===== src/hw/rtl/tmcr_pkg.sv =====
// ----------------------------------------------------------------------------
// tmcr_pkg
// Shared types, field layouts, codes and the 16-color palette of the text
// cell renderer.
// ----------------------------------------------------------------------------
`default_nettype none

package tmcr_pkg;

   // default screen geometry in cells
   localparam int TEXT_COLS_DEF = 80;
   localparam int TEXT_ROWS_DEF = 25;

   // field widths
   localparam int COL_W    = 7;
   localparam int ROW_W    = 5;
   localparam int CHAR_W   = 8;
   localparam int ATTR_W   = 8;
   localparam int CUR_W    = 8;
   localparam int GIDX_W   = 8;
   localparam int GLYPH_W  = 64;
   localparam int PAIR_W   = CHAR_W + ATTR_W;
   localparam int PIX_X_W  = 10;
   localparam int PIX_Y_W  = 8;
   localparam int COLOR_W  = 32;
   localparam int GLYPH_DEPTH = 256;

   localparam int REQ_DATA_W = 120;
   localparam int RSP_DATA_W = 56;

   // opcode carried in req_tuser
   localparam logic OP_LOAD   = 1'b0;
   localparam logic OP_RENDER = 1'b1;

   // request word, first field in the low bits
   typedef struct packed {
      logic [1:0]         pad;
      logic [GLYPH_W-1:0] glyph_bits;
      logic [GIDX_W-1:0]  glyph_index;
      logic [CUR_W-1:0]   cursor_row;
      logic [CUR_W-1:0]   cursor_col;
      logic               cursor_shown;
      logic               force_redraw;
      logic [ATTR_W-1:0]  attr_byte;
      logic [CHAR_W-1:0]  char_code;
      logic [ROW_W-1:0]   cell_row;
      logic [COL_W-1:0]   cell_col;
   } req_word_type;

   // response word, first field in the low bits
   typedef struct packed {
      logic [5:0]         pad;
      logic [COLOR_W-1:0] pixel_color;
      logic [PIX_Y_W-1:0] pixel_y;
      logic [PIX_X_W-1:0] pixel_x;
   } rsp_word_type;

   // one entry of the shown-cell store
   typedef struct packed {
      logic              valid;
      logic [PAIR_W-1:0] pair;
   } shown_entry_type;

   // cell handed to the pixel generator
   typedef struct packed {
      logic [COL_W-1:0]   col;
      logic [ROW_W-1:0]   row;
      logic [COLOR_W-1:0] fg;
      logic [COLOR_W-1:0] bg;
      logic [GLYPH_W-1:0] glyph;
   } cell_job_type;

   // 16-color text palette, ARGB8888
   function automatic logic [COLOR_W-1:0] palette_color(input logic [3:0] idx);
      logic [COLOR_W-1:0] c;
      unique case (idx)
         4'h0: c = 32'hFF000000;
         4'h1: c = 32'hFF0000AA;
         4'h2: c = 32'hFF00AA00;
         4'h3: c = 32'hFF00AAAA;
         4'h4: c = 32'hFFAA0000;
         4'h5: c = 32'hFFAA00AA;
         4'h6: c = 32'hFFAA5500;
         4'h7: c = 32'hFFAAAAAA;
         4'h8: c = 32'hFF555555;
         4'h9: c = 32'hFF5555FF;
         4'hA: c = 32'hFF55FF55;
         4'hB: c = 32'hFF55FFFF;
         4'hC: c = 32'hFFFF5555;
         4'hD: c = 32'hFFFF55FF;
         4'hE: c = 32'hFFFFFF55;
         4'hF: c = 32'hFFFFFFFF;
         default: c = 32'hFF000000;
      endcase
      return c;
   endfunction

endpackage

`default_nettype wire


===== src/hw/rtl/tmcr_pixel_gen.sv =====
// ----------------------------------------------------------------------------
// tmcr_pixel_gen
// Walks one 8x8 cell and sends its 64 pixels, row by row, left to right.
// ----------------------------------------------------------------------------
`default_nettype none

module tmcr_pixel_gen (
   input  logic                                 clock,
   input  logic                                 reset,
   input  logic                                 load_en,
   input  tmcr_pkg::cell_job_type               load_job,
   output logic                                 free,
   output logic                                 rsp_tvalid,
   input  logic                                 rsp_tready,
   output logic [tmcr_pkg::RSP_DATA_W-1:0]      rsp_tdata,
   output logic                                 rsp_tlast
);
   import tmcr_pkg::*;

   cell_job_type job_ff;
   logic [5:0]   count_ff;
   logic         busy_ff;
   logic         fire;
   logic         last;
   logic [2:0]   gx;
   logic [2:0]   gy;
   logic         bit_on;
   rsp_word_type word;

   assign gx     = count_ff[2:0];
   assign gy     = count_ff[5:3];
   assign last   = (count_ff == 6'd63);
   assign fire   = busy_ff && rsp_tready;
   assign free   = !busy_ff || (rsp_tready && last);

   // byte gy is pixel row gy, MSB leftmost
   assign bit_on = job_ff.glyph[{gy, ~gx}];

   // pixel counter and job hold
   always_ff @(posedge clock) begin
      if (reset) begin
         busy_ff  <= 1'b0;
         count_ff <= '0;
      end else if (load_en) begin
         busy_ff  <= 1'b1;
         count_ff <= '0;
      end else if (fire) begin
         count_ff <= count_ff + 1'b1;
         if (last) begin
            busy_ff <= 1'b0;
         end
      end
   end

   always_ff @(posedge clock) begin
      if (load_en) begin
         job_ff <= load_job;
      end
   end

   // output word
   always_comb begin
      word             = '0;
      word.pixel_x     = {job_ff.col, gx};
      word.pixel_y     = {job_ff.row, gy};
      word.pixel_color = bit_on ? job_ff.fg : job_ff.bg;
   end

   assign rsp_tvalid = busy_ff;
   assign rsp_tdata  = word;
   assign rsp_tlast  = last;

endmodule

`default_nettype wire


===== config.mk =====
export PLATFORM = sky130hd
export DESIGN_NAME = tmcr_pixel_gen
export DESIGN_NICKNAME = d
export VERILOG_FILES = /design/src/hw/rtl/tmcr_pkg.sv /design/src/hw/rtl/tmcr_pixel_gen.sv
export SDC_FILE = /design/constraint.sdc
export NUM_CORES = 1
export LEC_CHECK = 0
export ABC_CLOCK_PERIOD_IN_PS = 2300
export BUFFER_PORTS_ARGS = -buffer_cell sky130_fd_sc_hd__buf_2
export CORE_ASPECT_RATIO = 2
export CORE_MARGIN = 2
export CORE_UTILIZATION = 46
export CTS_CLUSTER_SIZE = 10
export DETAILED_ROUTE_END_ITERATION = 7
export MAX_ROUTING_LAYER = met4
export PLACE_DENSITY_LB_ADDON = 0.08
export SETUP_SLACK_MARGIN = 0.5
export SLEW_MARGIN = 25
export SYNTH_ARGS = -nofsm -noshare
export SYNTH_HDL_FRONTEND = slang
export SYNTH_SLANG_ARGS = --single-unit

===== constraint.sdc =====
create_clock -name clock -period 2.3 [get_ports clock]
set_clock_uncertainty 0.15 [all_clocks]
set_input_delay 0.23 -clock clock [delete_from_list [all_inputs] [get_ports clock]]
set_output_delay 0.23 -clock clock [all_outputs]
set_load 0.02 [all_outputs]

==> impl_summary.md <==
Synth
The synthesized netlist contains 39 unique library cells. The count of state elements after synthesis is 147. Each instance of the synthesized netlist takes up on average 16.2 µm². Of the synthesized area, sequential elements account for 0.663.

The synthesized netlist cell count is 404. The synthesized design contains 140 enable-type register cells. The share of async-settable or async-resettable flops after synthesis is 0. The Yosys step of the flow raised 0 warnings.

The area of the mapped netlist is 6550 µm². The most used flip-flop cell after synthesis is edfxtp_1.

Layout
The signed area change from the synthesized netlist to the final layout is 51.2%. The library cell used most frequently in the layout, excluding fill and tap cells, is buf_2. The fraction of final layout cells with drive strength greater than 1 is 0.391.

With fillers left out, the area of the finished cells amounts to 9910 µm². The net count of the finished layout is 896. Counting the fill cells in the layout gives 980. The antenna diode instance count is 0. The library cells used most frequently in the layout, excluding fill and tap cells, are buf_2 (188), dlygate4sd3_1 (142), edfxtp_1 (140), o211ai_1 (57), mux2i_1 (37).

Power and ir drop
The fraction of power consumed by sequential logic is 0.488. The power density normalized to cell area is 671 nW/µm². The switching portion of total power is 0.231. The internal power contribution is 0.00512 W. The worst vdd rail ir drop is 707 µV. After layout, the design draws a total of 0.00665 W. The share of total power dissipated in combinational logic is 0.143. The share of total power dissipated in the clock network is 0.370. Summed over all cells, the static leakage comes to 3.83 nW. The power dissipated by switching net loads is 0.00153 W.

Clocking
The clock transition at the registers of the reported paths is 0.06 ns. The total number of H-tree levels is 4. The root buffer cell chosen for the clock tree is clkbuf_16. The buffer levels on the longest clock path is 2. TritonCTS built the clock tree. The count of clock tree sinks is 147. The clock insertion delay at the later pin of the skew report is 0.42 ns. The number of buffers created by CTS is 17.

Global route
In the global route stage, overall resource usage came out at 0.239. The leftover overflow at the end of global routing is 0. Entering global routing, the biggest net connects 53 pins. The first-pass GRT wire length is 26400 µm. The number of global-route vias before repair is 5283.

The number of antenna violations at the first check in global routing was 0.

Placement
At the end of routability-driven placement, the weighted congestion stood at 0.820. After detailed placement, the total cell area comes to 7760 µm². The port buffer count is 196.

The half-perimeter wire length of the detailed placement result is 10500 µm.

Drt
The first detailed-routing pass ran for 4 iterations. The remaining antenna violation count after routing is 0. For this run, design rule violations remaining after detail routing come to 0. After detailed routing, the total wire length is 17700 µm. The detailed router finished its first iteration with 183 violations. The number of vias per cell after detailed routing is 5.19. The detailed-route wire length per cell is 18.6 µm.

The total vias in the final route is 4943.

STA
The final count of hold timing violations is 0. The count of final max-slew check failures came to 0. The worst path in the final design needs a cycle of 3.10 ns, including I/O delays and setup. The fraction of the cycle the final worst path needs is 1.35. Setup violations remaining at the end of the flow were counted as 32. For this run, the top clock speed supported by timing is 323 MHz. Setup slack on the critical path of the routed design comes to -0.796 ns. The post-route worst hold slack is 0.0876 ns. Setup repair after global routing could not meet its margin everywhere.

Critical path
The critical path in this run is classified as reg2out. The signal on the critical path passes through buf_8 -> mux4_2 -> mux2i_1 -> mux4_2 -> buf_6 -> mux2i_1 -> o211ai_1 -> buf_4. The startpoint identified for the worst register-to-register timing path is count_ff[0]. The path depth of the worst reg2reg path is 8. Along the worst path, the maximum fanout reaches 9. Data arrives at the worst endpoint at 2.72 ns. The capture point of the worst reg-to-reg path is count_ff[4].

The data required time at the worst endpoint is 1.92 ns. The critical path capture point type is an output pin. The type of origin of the critical path is a flip-flop. In this run the worst setup path begins at count_ff[0]. Following the worst setup path forward leads to its endpoint at rsp_tdata[46]. On the critical path, the stage with the largest delay is an instance of mux4_2. The highest cell delay on the worst timing path is 0.50 ns. The register-to-register setup slack is 0.47 ns.

Die
The die width is 88.4 µm. The y dimension of the die is 173 µm. The placeable core region is 13900 µm². The initial core utilization is 0.472. In this run the core area contains 61 standard-cell rows. The total die area is 15300 µm². In this run the count of I/O pins placed on the die edge is 203.

Outcome
The flow ran to the end, but the final reports show violations. The final reports fail on setup timing.

Job
The max-capacitance violation count is 0.

Worst hold path
The worst hold path belongs to the class in2reg.
==> metrics by stage <==
step	util	setup TNS [ns]	std cells	setup slack [ns]
CTS	0.707	-24.75	949	-0.809
floorplan	-	-6.19	409	-0.227
global route	0.713	-28.02	952	-0.916
global placement	0.558	-9.05	770	-0.334
finish	0.713	-23.88	952	-0.796
detailed placement	0.558	-10.52	770	-0.378
==> cells in the mapped netlist (all sizes together) (3+ instances only) <==
library cell | instances | share of area
o211ai | 64 | 0.079
clkbuf | 13 | 0.0074
mux2 | 4 | 0.0069
mux2i | 38 | 0.058
a21oi | 3 | 0.0023
edfxtp | 140 | 0.64
nand3 | 5 | 0.0038
nand2b | 4 | 0.0038
buf | 40 | 0.051
nor2 | 7 | 0.0040
dfxtp | 7 | 0.021
mux4 | 13 | 0.050
nand2 | 5 | 0.0029
nand4 | 32 | 0.031
==> kinds of logic (layout without fill, tap and decap cells) <==
group                    count (synthesis)  in the layout  share of synthesized area
AO/OA/AOI/OAI                           80             80                      0.101
XOR/XNOR                                 4              4                    0.00535
adder cells (fa/ha/maj)                  1              1                    0.00191
buffers and inverters                   55            409                     0.0599
flip-flops                             147            147                      0.663
multiplexers                            55             55                      0.115
other                                    1              6                   0.000572
AND/OR/NAND/NOR                         61             61                     0.0536
==> metal layers <==
| layer | wire [µm] | global-route usage | part of all wire | vias up |
|---|---|---|---|---|
| li1 | - | - | - | 2331 |
| met4 | 476 | 0.101 | 0.027 | 0 |
| met3 | 626 | 0.0544 | 0.035 | 31 |
| met2 | 10400 | 0.433 | 0.59 | 156 |
| met1 | 6240 | 0.236 | 0.35 | 2425 |
| met5 | 0 | - | 0 | - |
==> critical path, delay by kind of cell (launching register included) <==
kind                   cells  cell delay (ns)
AOI/OAI and AO/OA          1             0.27
buffers and inverters      3             0.54
DFF                        1             0.42
muxes                      4             1.07
==> power by group through the flow <==
stage               logic (W)  clock network [W]  registers, W
floorplan            0.000408                  0       0.00327
global placement     0.000684                  0       0.00328
detailed placement   0.000697                  0       0.00329
CTS                  0.000932            0.00248       0.00324
global route          0.00101            0.00262       0.00326
finish               0.000948            0.00246       0.00324
==> what timing repair did <==
item	in CTS	in global routing
endpoints found under the hold margin	143	0
resized for setup	12	15
cloned	2	0
buffers inserted	4	3
setup endpoints to repair	35	35
hold buffers	142	0
pin swaps	1	3
==> final cells by class <==
| cell class | count | area, µm² | share of cell area |
|---|---|---|---|
| Multi-Input combinational cell | 207 | 1870 | 0.189 |
| Inverter | 2 | 7.51 | 0.000758 |
| Tap cell | 189 | 236 | 0.0239 |
| Clock inverter | 9 | 65.1 | 0.00657 |
| Timing Repair Buffer | 376 | 2930 | 0.296 |
| Clock buffer | 22 | 444 | 0.0448 |
| Sequential cell | 147 | 4360 | 0.440 |
==> worst min path at each step <==
stage / startpoint / endpoint / slack [ns] / cells after the start
final: load_en / job_ff[17] / 0.09 / 1
after global routing: load_en / job_ff[2] / 0.1 / 1
after CTS: load_en / job_ff[17] / 0.08 / 1
after detailed placement: load_job[36] / job_ff[36] / 0.26 / 1
after global placement: load_job[134] / rsp_tdata[4] / 0.26 / 1
after floorplan: reset / rsp_tvalid / 0.15 / 1
==> registers in the layout, summed over array words and instances (netlist names) <==
signal and count:
rsp_tdata 12, job_ff 128, count_ff 6, rsp_tvalid 1
Power figures use the tool's default switching activity.
